==> config.mk <==
export PLATFORM = sky130hd
export DESIGN_NAME = array_list_sort_count_delete
export DESIGN_NICKNAME = d
export VERILOG_FILES = /design/src/rtl/core/alscd_pkg.sv /design/src/rtl/core/alscd_ctrl.sv /design/src/rtl/core/alscd_datapath.sv /design/src/rtl/core/array_list_sort_count_delete.sv
export SDC_FILE = /design/constraint.sdc
export NUM_CORES = 2
export LEC_CHECK = 0
export ABC_AREA = 1
export BUFFER_PORTS_ARGS = -buffer_cell sky130_fd_sc_hd__buf_2
export CAP_MARGIN = 25
export CORE_UTILIZATION = 30
export CTS_CLUSTER_SIZE = 25
export DETAILED_ROUTE_END_ITERATION = 8
export SLEW_MARGIN = 40
export SYNTH_ARGS = -nofsm -noshare
export SYNTH_HDL_FRONTEND = slang
export SYNTH_SLANG_ARGS = --single-unit
==> constraint.sdc <==
create_clock -name clock -period 9.3 [get_ports clock]
set_input_delay 1.86 -clock clock [delete_from_list [all_inputs] [get_ports clock]]
set_output_delay 1.86 -clock clock [all_outputs]
set_load 0.05 [all_outputs]
==> src/rtl/core/alscd_pkg.sv <==
package alscd_pkg;

   localparam int DEPTH         = 64;
   localparam int VALUE_BITS    = 32;
   localparam int IDX_BITS      = $clog2(DEPTH);
   localparam int CNT_BITS      = $clog2(DEPTH + 1);
   localparam int REQ_BITS      = 3;
   localparam int OPER_BITS     = 32;
   localparam int STAT_BITS     = 2;
   localparam int TALLY_BITS    = 7;
   localparam int RSP_DATA_BITS = ((TALLY_BITS + OPER_BITS + 7) / 8) * 8;
   localparam int RSP_USER_BITS = STAT_BITS + 1;

   typedef enum logic [REQ_BITS-1:0] {
      REQ_APPEND = 3'd0,
      REQ_SORT   = 3'd1,
      REQ_COUNT  = 3'd2,
      REQ_DELETE = 3'd3,
      REQ_DUMP   = 3'd4
   } req_code_type;

   typedef enum logic [STAT_BITS-1:0] {
      ST_OK      = 2'd0,
      ST_FULL    = 2'd1,
      ST_INVALID = 2'd2
   } rsp_status_type;

   typedef enum logic [1:0] {
      SCAN_COUNT,
      SCAN_DELETE,
      SCAN_SORT,
      SCAN_DUMP
   } scan_mode_type;

   // Commands from the controller to the datapath.
   typedef struct packed {
      logic           capture;
      logic           append;
      logic           start;
      scan_mode_type  mode;
      logic           wback;
      logic           commit;
      logic           emit;
      rsp_status_type status;
      logic           tally_cnt;
   } dp_cmd_type;

   // Status from the datapath to the controller.
   typedef struct packed {
      logic busy;
      logic full;
      logic empty;
      logic more_pass;
      logic out_free;
   } dp_stat_type;

   function automatic logic [VALUE_BITS-1:0] to_value(input logic signed [OPER_BITS-1:0] x);
      return VALUE_BITS'(x);
   endfunction

   function automatic logic [OPER_BITS-1:0] to_element(input logic signed [VALUE_BITS-1:0] v);
      return OPER_BITS'(v);
   endfunction

endpackage

==> src/rtl/core/alscd_ctrl.sv <==
module alscd_ctrl (
   input  logic                                  clock,
   input  logic                                  reset,
   input  logic                                  req_tvalid,
   output logic                                  req_tready,
   input  logic [alscd_pkg::REQ_BITS-1:0]        req_tuser,
   input  alscd_pkg::dp_stat_type                stat,
   output alscd_pkg::dp_cmd_type                 cmd
);

   typedef enum logic [2:0] {
      S_IDLE,
      S_NEXT,
      S_SCAN,
      S_WBACK,
      S_EMIT
   } state_type;

   state_type                 state_ff, state_in;
   alscd_pkg::scan_mode_type  kind_ff, kind_in;
   alscd_pkg::rsp_status_type est_ff, est_in;
   logic                      ecnt_ff, ecnt_in;

   assign req_tready = (state_ff == S_IDLE);

   always_comb begin
      cmd           = '0;
      cmd.mode      = kind_ff;
      cmd.status    = est_ff;
      cmd.tally_cnt = ecnt_ff;
      state_in      = state_ff;
      kind_in       = kind_ff;
      est_in        = est_ff;
      ecnt_in       = ecnt_ff;
      unique case (state_ff)
         S_IDLE: begin
            if (req_tvalid) begin
               cmd.capture = 1'b1;
               est_in      = alscd_pkg::ST_OK;
               ecnt_in     = 1'b0;
               unique case (alscd_pkg::req_code_type'(req_tuser))
                  alscd_pkg::REQ_APPEND: begin
                     cmd.append = !stat.full;
                     est_in     = stat.full ? alscd_pkg::ST_FULL : alscd_pkg::ST_OK;
                     state_in   = S_EMIT;
                  end
                  alscd_pkg::REQ_SORT: begin
                     kind_in  = alscd_pkg::SCAN_SORT;
                     state_in = S_NEXT;
                  end
                  alscd_pkg::REQ_COUNT: begin
                     cmd.start = 1'b1;
                     cmd.mode  = alscd_pkg::SCAN_COUNT;
                     kind_in   = alscd_pkg::SCAN_COUNT;
                     ecnt_in   = 1'b1;
                     state_in  = S_SCAN;
                  end
                  alscd_pkg::REQ_DELETE: begin
                     cmd.start = 1'b1;
                     cmd.mode  = alscd_pkg::SCAN_DELETE;
                     kind_in   = alscd_pkg::SCAN_DELETE;
                     ecnt_in   = 1'b1;
                     state_in  = S_SCAN;
                  end
                  alscd_pkg::REQ_DUMP: begin
                     kind_in = alscd_pkg::SCAN_DUMP;
                     if (stat.empty) begin
                        state_in = S_EMIT;
                     end else begin
                        cmd.start = 1'b1;
                        cmd.mode  = alscd_pkg::SCAN_DUMP;
                        state_in  = S_SCAN;
                     end
                  end
                  default: begin
                     est_in   = alscd_pkg::ST_INVALID;
                     state_in = S_EMIT;
                  end
               endcase
            end
         end
         S_NEXT: begin
            if (stat.more_pass) begin
               cmd.start = 1'b1;
               cmd.mode  = alscd_pkg::SCAN_SORT;
               state_in  = S_SCAN;
            end else begin
               state_in = S_EMIT;
            end
         end
         S_SCAN: begin
            if (!stat.busy) begin
               unique case (kind_ff)
                  alscd_pkg::SCAN_SORT:   state_in = S_WBACK;
                  alscd_pkg::SCAN_DELETE: begin
                     cmd.commit = 1'b1;
                     state_in   = S_EMIT;
                  end
                  alscd_pkg::SCAN_COUNT:  state_in = S_EMIT;
                  default:                state_in = S_IDLE;
               endcase
            end
         end
         S_WBACK: begin
            cmd.wback = 1'b1;
            state_in  = S_NEXT;
         end
         S_EMIT: begin
            if (stat.out_free) begin
               cmd.emit = 1'b1;
               state_in = S_IDLE;
            end
         end
         default: state_in = S_IDLE;
      endcase
   end

   always_ff @(posedge clock) begin
      if (reset) begin
         state_ff <= S_IDLE;
         kind_ff  <= alscd_pkg::SCAN_COUNT;
         est_ff   <= alscd_pkg::ST_OK;
         ecnt_ff  <= 1'b0;
      end else begin
         state_ff <= state_in;
         kind_ff  <= kind_in;
         est_ff   <= est_in;
         ecnt_ff  <= ecnt_in;
      end
   end

endmodule

==> src/rtl/core/alscd_datapath.sv <==
module alscd_datapath (
   input  logic                                   clock,
   input  logic                                   reset,
   input  logic [alscd_pkg::OPER_BITS-1:0]        req_operand,
   input  alscd_pkg::dp_cmd_type                  cmd,
   output alscd_pkg::dp_stat_type                 stat,
   output logic                                   rsp_tvalid,
   input  logic                                   rsp_tready,
   output logic [alscd_pkg::RSP_DATA_BITS-1:0]    rsp_tdata,
   output logic [alscd_pkg::RSP_USER_BITS-1:0]    rsp_tuser,
   output logic                                   rsp_tlast
);

   logic [alscd_pkg::VALUE_BITS-1:0] mem [alscd_pkg::DEPTH];

   logic [alscd_pkg::CNT_BITS-1:0]   fill_ff, fill_in;
   logic [alscd_pkg::CNT_BITS-1:0]   ptr_ff, ptr_in;
   logic [alscd_pkg::CNT_BITS-1:0]   end_ff, end_in;
   logic [alscd_pkg::CNT_BITS-1:0]   base_ff, base_in;
   logic [alscd_pkg::CNT_BITS-1:0]   cnt_ff, cnt_in;
   alscd_pkg::scan_mode_type         mode_ff, mode_in;
   logic [alscd_pkg::VALUE_BITS-1:0] oper_ff, oper_in;
   logic [alscd_pkg::VALUE_BITS-1:0] pivot_ff, pivot_in;
   logic [alscd_pkg::VALUE_BITS-1:0] rdata_ff;
   logic                             rvld_ff, rvld_in;
   logic [alscd_pkg::IDX_BITS-1:0]   ridx_ff, ridx_in;

   logic                             out_vld_ff, out_vld_in;
   alscd_pkg::rsp_status_type        out_st_ff, out_st_in;
   logic [alscd_pkg::TALLY_BITS-1:0] out_tally_ff, out_tally_in;
   logic [alscd_pkg::OPER_BITS-1:0]  out_elem_ff, out_elem_in;
   logic                             out_ev_ff, out_ev_in;
   logic                             out_last_ff, out_last_in;

   logic                             out_free, go, rd_more, rd_en, proc;
   logic                             is_match, hit_base, hit_last, swap;
   logic                             we;
   logic [alscd_pkg::IDX_BITS-1:0]   waddr;
   logic [alscd_pkg::VALUE_BITS-1:0] wdata;

   assign out_free = !out_vld_ff || rsp_tready;
   // Only a dump stalls the read pipeline on the result channel.
   assign go       = (mode_ff != alscd_pkg::SCAN_DUMP) || out_free;
   assign rd_more  = (ptr_ff < end_ff);
   assign rd_en    = go && rd_more && !cmd.start;
   assign proc     = go && rvld_ff;
   assign is_match = (rdata_ff == oper_ff);
   assign hit_base = (alscd_pkg::CNT_BITS'(ridx_ff) == base_ff);
   assign hit_last = ((alscd_pkg::CNT_BITS'(ridx_ff) + alscd_pkg::CNT_BITS'(1)) == end_ff);
   assign swap     = ($signed(pivot_ff) > $signed(rdata_ff));

   assign stat.busy      = rd_more || rvld_ff;
   assign stat.full      = (fill_ff == alscd_pkg::CNT_BITS'(alscd_pkg::DEPTH));
   assign stat.empty     = (fill_ff == '0);
   assign stat.more_pass = ((base_ff + alscd_pkg::CNT_BITS'(1)) < fill_ff);
   assign stat.out_free  = out_free;

   always_comb begin
      fill_in      = fill_ff;
      ptr_in       = ptr_ff;
      end_in       = end_ff;
      base_in      = base_ff;
      cnt_in       = cnt_ff;
      mode_in      = mode_ff;
      oper_in      = oper_ff;
      pivot_in     = pivot_ff;
      rvld_in      = rvld_ff;
      ridx_in      = ridx_ff;
      out_vld_in   = out_vld_ff && !rsp_tready;
      out_st_in    = out_st_ff;
      out_tally_in = out_tally_ff;
      out_elem_in  = out_elem_ff;
      out_ev_in    = out_ev_ff;
      out_last_in  = out_last_ff;
      we           = 1'b0;
      waddr        = '0;
      wdata        = '0;

      if (cmd.capture) begin
         oper_in = alscd_pkg::to_value(req_operand);
         base_in = '0;
         cnt_in  = '0;
      end

      if (cmd.append) begin
         we      = 1'b1;
         waddr   = fill_ff[alscd_pkg::IDX_BITS-1:0];
         wdata   = alscd_pkg::to_value(req_operand);
         fill_in = fill_ff + alscd_pkg::CNT_BITS'(1);
      end

      if (cmd.start) begin
         mode_in = cmd.mode;
         ptr_in  = (cmd.mode == alscd_pkg::SCAN_SORT) ? base_ff : '0;
         end_in  = fill_ff;
         rvld_in = 1'b0;
      end else if (go) begin
         rvld_in = rd_more;
         if (rd_more) begin
            ptr_in  = ptr_ff + alscd_pkg::CNT_BITS'(1);
            ridx_in = ptr_ff[alscd_pkg::IDX_BITS-1:0];
         end
      end

      if (proc) begin
         case (mode_ff)
            alscd_pkg::SCAN_COUNT: begin
               if (is_match) begin
                  cnt_in = cnt_ff + alscd_pkg::CNT_BITS'(1);
               end
            end
            alscd_pkg::SCAN_DELETE: begin
               // Survivors are packed down behind the read pointer.
               if (!is_match) begin
                  we     = 1'b1;
                  waddr  = cnt_ff[alscd_pkg::IDX_BITS-1:0];
                  wdata  = rdata_ff;
                  cnt_in = cnt_ff + alscd_pkg::CNT_BITS'(1);
               end
            end
            alscd_pkg::SCAN_SORT: begin
               // The smallest entry of the pass so far lives in the pivot register until write-back to the pass base.
               if (hit_base) begin
                  pivot_in = rdata_ff;
               end else if (swap) begin
                  we       = 1'b1;
                  waddr    = ridx_ff;
                  wdata    = pivot_ff;
                  pivot_in = rdata_ff;
               end
            end
            default: begin
               out_vld_in   = 1'b1;
               out_st_in    = alscd_pkg::ST_OK;
               out_tally_in = alscd_pkg::TALLY_BITS'(fill_ff);
               out_elem_in  = alscd_pkg::to_element(rdata_ff);
               out_ev_in    = 1'b1;
               out_last_in  = hit_last;
            end
         endcase
      end

      if (cmd.wback) begin
         we      = 1'b1;
         waddr   = base_ff[alscd_pkg::IDX_BITS-1:0];
         wdata   = pivot_ff;
         base_in = base_ff + alscd_pkg::CNT_BITS'(1);
      end

      if (cmd.commit) begin
         fill_in = cnt_ff;
      end

      if (cmd.emit) begin
         out_vld_in   = 1'b1;
         out_st_in    = cmd.status;
         out_tally_in = alscd_pkg::TALLY_BITS'(cmd.tally_cnt ? cnt_ff : fill_ff);
         out_elem_in  = '0;
         out_ev_in    = 1'b0;
         out_last_in  = 1'b1;
      end
   end

   always_ff @(posedge clock) begin
      if (we) begin
         mem[waddr] <= wdata;
      end
      if (rd_en) begin
         rdata_ff <= mem[ptr_ff[alscd_pkg::IDX_BITS-1:0]];
      end
   end

   always_ff @(posedge clock) begin
      if (reset) begin
         fill_ff    <= '0;
         ptr_ff     <= '0;
         end_ff     <= '0;
         base_ff    <= '0;
         cnt_ff     <= '0;
         mode_ff    <= alscd_pkg::SCAN_COUNT;
         rvld_ff    <= 1'b0;
         out_vld_ff <= 1'b0;
      end else begin
         fill_ff    <= fill_in;
         ptr_ff     <= ptr_in;
         end_ff     <= end_in;
         base_ff    <= base_in;
         cnt_ff     <= cnt_in;
         mode_ff    <= mode_in;
         rvld_ff    <= rvld_in;
         out_vld_ff <= out_vld_in;
      end
   end

   always_ff @(posedge clock) begin
      oper_ff      <= oper_in;
      pivot_ff     <= pivot_in;
      ridx_ff      <= ridx_in;
      out_st_ff    <= out_st_in;
      out_tally_ff <= out_tally_in;
      out_elem_ff  <= out_elem_in;
      out_ev_ff    <= out_ev_in;
      out_last_ff  <= out_last_in;
   end

   assign rsp_tvalid = out_vld_ff;
   assign rsp_tdata  = alscd_pkg::RSP_DATA_BITS'({out_elem_ff, out_tally_ff});
   assign rsp_tuser  = {out_ev_ff, out_st_ff};
   assign rsp_tlast  = out_last_ff;

endmodule

==> src/rtl/core/array_list_sort_count_delete.sv <==
// Append and invalid requests respond without a scan of the list; count and delete read
// the whole list before their response, and a dump returns its entries as the scan reads
// them.
// Throughput: a dump streams one entry per cycle while the receiver keeps rsp_tready high;
// a sort makes one compare per cycle, with one read and at most one write of the entry
// memory, and one pass per list position but the last.
// Reset clears the fill count and all control state; the entry memory is not cleared,
// so the block is ready for a request in the first cycle after reset.
module array_list_sort_count_delete (
   input  logic                                clock,
   input  logic                                reset,
   // Request channel.
   input  logic                                req_tvalid,
   output logic                                req_tready,
   // req_tdata fields from bit 0: operand_value[31:0].
   input  logic [alscd_pkg::OPER_BITS-1:0]     req_tdata,
   // req_tuser fields from bit 0: req_type[2:0].
   input  logic [alscd_pkg::REQ_BITS-1:0]      req_tuser,
   // Response channel.
   output logic                                rsp_tvalid,
   input  logic                                rsp_tready,
   // rsp_tdata fields from bit 0: tally[6:0], element[38:7], zero pad[39].
   output logic [alscd_pkg::RSP_DATA_BITS-1:0] rsp_tdata,
   // rsp_tuser fields from bit 0: status[1:0], element_valid[2].
   output logic [alscd_pkg::RSP_USER_BITS-1:0] rsp_tuser,
   output logic                                rsp_tlast
);

   // The controller sequences each request; the datapath owns the entry memory,
   // the scan pipeline (address, registered read, process) and the response register.
   // A response waiting in that register does not block the next request transaction.
   alscd_pkg::dp_cmd_type  cmd;
   alscd_pkg::dp_stat_type stat;

   alscd_ctrl u_ctrl (
      .clock      (clock),
      .reset      (reset),
      .req_tvalid (req_tvalid),
      .req_tready (req_tready),
      .req_tuser  (req_tuser),
      .stat       (stat),
      .cmd        (cmd)
   );

   alscd_datapath u_datapath (
      .clock       (clock),
      .reset       (reset),
      .req_operand (req_tdata),
      .cmd         (cmd),
      .stat        (stat),
      .rsp_tvalid  (rsp_tvalid),
      .rsp_tready  (rsp_tready),
      .rsp_tdata   (rsp_tdata),
      .rsp_tuser   (rsp_tuser),
      .rsp_tlast   (rsp_tlast)
   );

endmodule

==> metrics.txt <==
Maximum Capacitance Violations 0; crit-path leading delay family simple AND/OR/NAND/NOR gates; asr flop ratio synth 0; area of the multi-input gates 22300 sq um; # Post-CTS Setup Buffers 0; HP Start u_datapath.rdata_ff[7]$_DFFE_PP_; final WL 276 mm; fill count 28300; TritonCTS buffer count 222; Root Driver clkbuf_16; fraction of layout cells with a size suffix above 1 0.105; worst reg2reg path startpoint u_datapath.rdata_ff[21]$_DFFE_PP_; status completed; Die X 550 um; Slowest-stage cell, CP nor2_4; CTS tree built; Worst-Skew Late Latency 880 ps; Final nets 7101; RSZ-0062 raised after global routing false; Clock Skews 55.0 ps; # port buffers 83; placed insts 10700; R2R Setup Slk 3970 ps; H-tree depth 4; Post-synth EDFFs 2159; CTS Sinks 2240; RR Endpoint u_datapath.mem[62][5]$_DFFE_PP_; Die ar. 303000 sq um; Layout area overhead 16.1%; post-synthesis net count 7098; Synth Area in Compound Gates 0.134; first-pass GRT wire length 397 mm; actual slew at the worst max-slew pin 976 ps; core footprint 298000 sq um; clock buffer depth 3; via/cell ratio 5.43; yosys warns 0; multiplexer share of the synthesized area 0; critical path startpoint category flop; CP arrival 5850 ps; Final Hold Vio Count 0; CP Buf/Inv Count 2; Final Max Slew Viols 0; vias in the first global route 56600; pin count of the biggest net entering global routing 187; Crit Path Max Fanout 71; Syn Inst Count 7004; cell area after synthesis 90200 sq um; Hold Path Depth 0; Ports 85; Hold Path Sink u_datapath.pivot_ff[7]$_DFFE_PP_; Final HPWL DP 162 mm; All-Layer GR Usage 0.177; Synth Flop Type edfxtp_1; Critical Path Max Stage Delay 730 ps; Leakage 33.4 nW; Max transition margin 0.347; antenna violations before repair 14; CP Launch Point u_datapath.rdata_ff[21]$_DFFE_PP_; critical path type flop to flop; FF+latch area 66500 sq um; worst path cell trace inv_1 > ha_1 > nand2_1 > nor2_2 > nand4_1 > nor3b_2 > nand2_1 > nand2_1 > nand2_2 > nand2_4 > nand3_4 > nand2_1 > nand3_1 > nand2_1 > nand2_1 > nand2_1 > nand2_4 > nor2_2 > nand2_2 > nor2_4 > buf_8; register area share after synthesis 0.737; post-cts sizing count 0; Final Instance Area 105000 sq um; worst hold-check path type flop to flop; setup tns final 0 ps; antenna viol nets, final 0; R2R depth 21; Yosys cell types 57; starting DRC count in detailed routing 8381; mean area per synthesized cell 12.9 sq um; Tmin final 5330 ps; cts hold-fix bufs 0; CP dominant cell by count nand2_1; final setup violation count 0; endpoint type of the worst setup path flop; drt pass-1 iters 8; wire per inst 24.8 um; Vias 60400; Die H 550 um; most frequent cells in the layout 2159 x edfxtp_1, 1129 x o21ai_0, 1080 x nor2_1; Reg clk slew, reported paths 60 ps; commonest non-fill, non-tap cell in the layout edfxtp_1; GRT overflow 0; Synth Area in Adders 0.00763; placed cell area 97700 sq um; Final period util 0.573; Residual DRC 0; number of synthesized register bits 2240; largest family of logic cells by synthesized area compound AO/OA/AOI/OAI gates; XOR/XNOR share of the synthesized area 0.00466; Routability Congestion 0.921; Max rail drop VDD 0.206 mV; Cell Count, Final, Fillers Out 11100; highest clock rate 0.188 GHz; Cell Rows 200; starting density of the core 0.303; Req. time, crit path 9830 ps; Power Dens Cells 257 nW/um^2; Simple-Gate Fraction of Synth Area 0.0892
-- routing by layer --
layer / vias up / global-route usage / wire, um
met5: - / 0 / 10
met3: 507 / 0.0355 / 28900
met1: 30400 / 0.248 / 113000
met4: 2 / 0.0853 / 13500
met2: 3237 / 0.263 / 121000
li1: 26300 / - / -
-- registers in the layout, summed over array words and instances (netlist names), 32 cells and up --
register,count
u_datapath.oper_ff,32
u_datapath.mem,2048
u_datapath.pivot_ff,32
u_datapath.out_elem_ff,32
u_datapath.rdata_ff,32
-- report_power, final --
part / leakage, nW / internal, mW / switching (mW) / total [mW]
clock: 3.39 / 4.84 / 3.82 / 8.66
sequential: 20.6 / 11.3 / 0.234 / 11.6
combinational: 9.48 / 1.60 / 5.12 / 6.73
-- worst max-delay path by stage --
stage                     depth (start not counted)  slack, ps                               end
final                                            21       3970   u_datapath.mem[62][5]$_DFFE_PP_
after global routing                             20       3770   u_datapath.mem[62][5]$_DFFE_PP_
after CTS                                        22       3910   u_datapath.mem[26][8]$_DFFE_PP_
after detailed placement                         19       3160  u_datapath.mem[26][19]$_DFFE_PP_
after global placement                           17       2860   u_datapath.mem[4][29]$_DFFE_PP_
after floorplan                                  14       3900   u_datapath.mem[32][0]$_DFFE_PP_
-- per-stage QoR --
stage	hold WS [ps]	power (mW)	utilization	setup WS [ps]
2_1_floorplan	431	15.4	-	3900
3_3_place_gp	443	18.2	0.319	2860
3_5_place_dp	465	18.3	0.328	3160
4_1_cts	476	26.9	0.351	3910
5_1_grt	490	27.8	0.351	3770
6_report	474	27.0	0.351	3970
-- cell usage after synthesis, drive strengths merged, types with 4 or more instances --
cell type	instances	area (sq um)
xnor2	17	149
buf	82	388
clkbuf	404	1520
nand2	536	2060
nor3	22	115
a22oi	8	60.1
o21ai	1135	5710
or2	14	87.6
o211ai	73	548
xor2	31	272
o22ai	317	1980
a32o	4	40.0
dfxtp	81	1620
nand3	193	1140
a31oi	53	332
nor2	1153	4360
nand4	35	225
o221ai	204	1790
o2111ai	17	149
clkinv	5	18.8
a221oi	8	82.6
inv	139	524
edfxtp	2159	64800
a221o	19	190
a21oi	219	1130
ha	55	688
-- worst register-to-register path, cell delays in order, from the launching register on --
cell and delay, ps:
edfxtp_1 520, inv_1 130, ha_1 320, nand2_1 70
nor2_2 100, nand4_1 160, nor3b_2 310, nand2_1 120
nand2_1 80, nand2_2 60, nand2_4 110, nand3_4 560
nand2_1 290, nand3_1 100, nand2_1 70, nand2_1 60
nand2_1 130, nand2_4 120, nor2_2 150, nand2_2 500
nor2_4 760, buf_8 280
-- layout make-up --
class                           count  share of cell area
Sequential cell                  2240               0.635
Clock inverter                    124             0.00948
Tap cell                         3939              0.0471
Antenna cell                        8            0.000191
Inverter                          144             0.00545
Timing Repair Buffer              265              0.0333
Multi-Input combinational cell   4134               0.213
Clock buffer                      283              0.0566
-- kinds of logic (layout without fill, tap and decap cells) --
kind of cell,Yosys count,count (layout)
simple gates,1960,1960
other cells,1,9
compound gates,2070,2070
flops,2240,2240
fa+ha+maj,55,55
xor+xnor,48,48
buf+inv,630,816
Note: power is estimated with default switching activity, not from simulation.
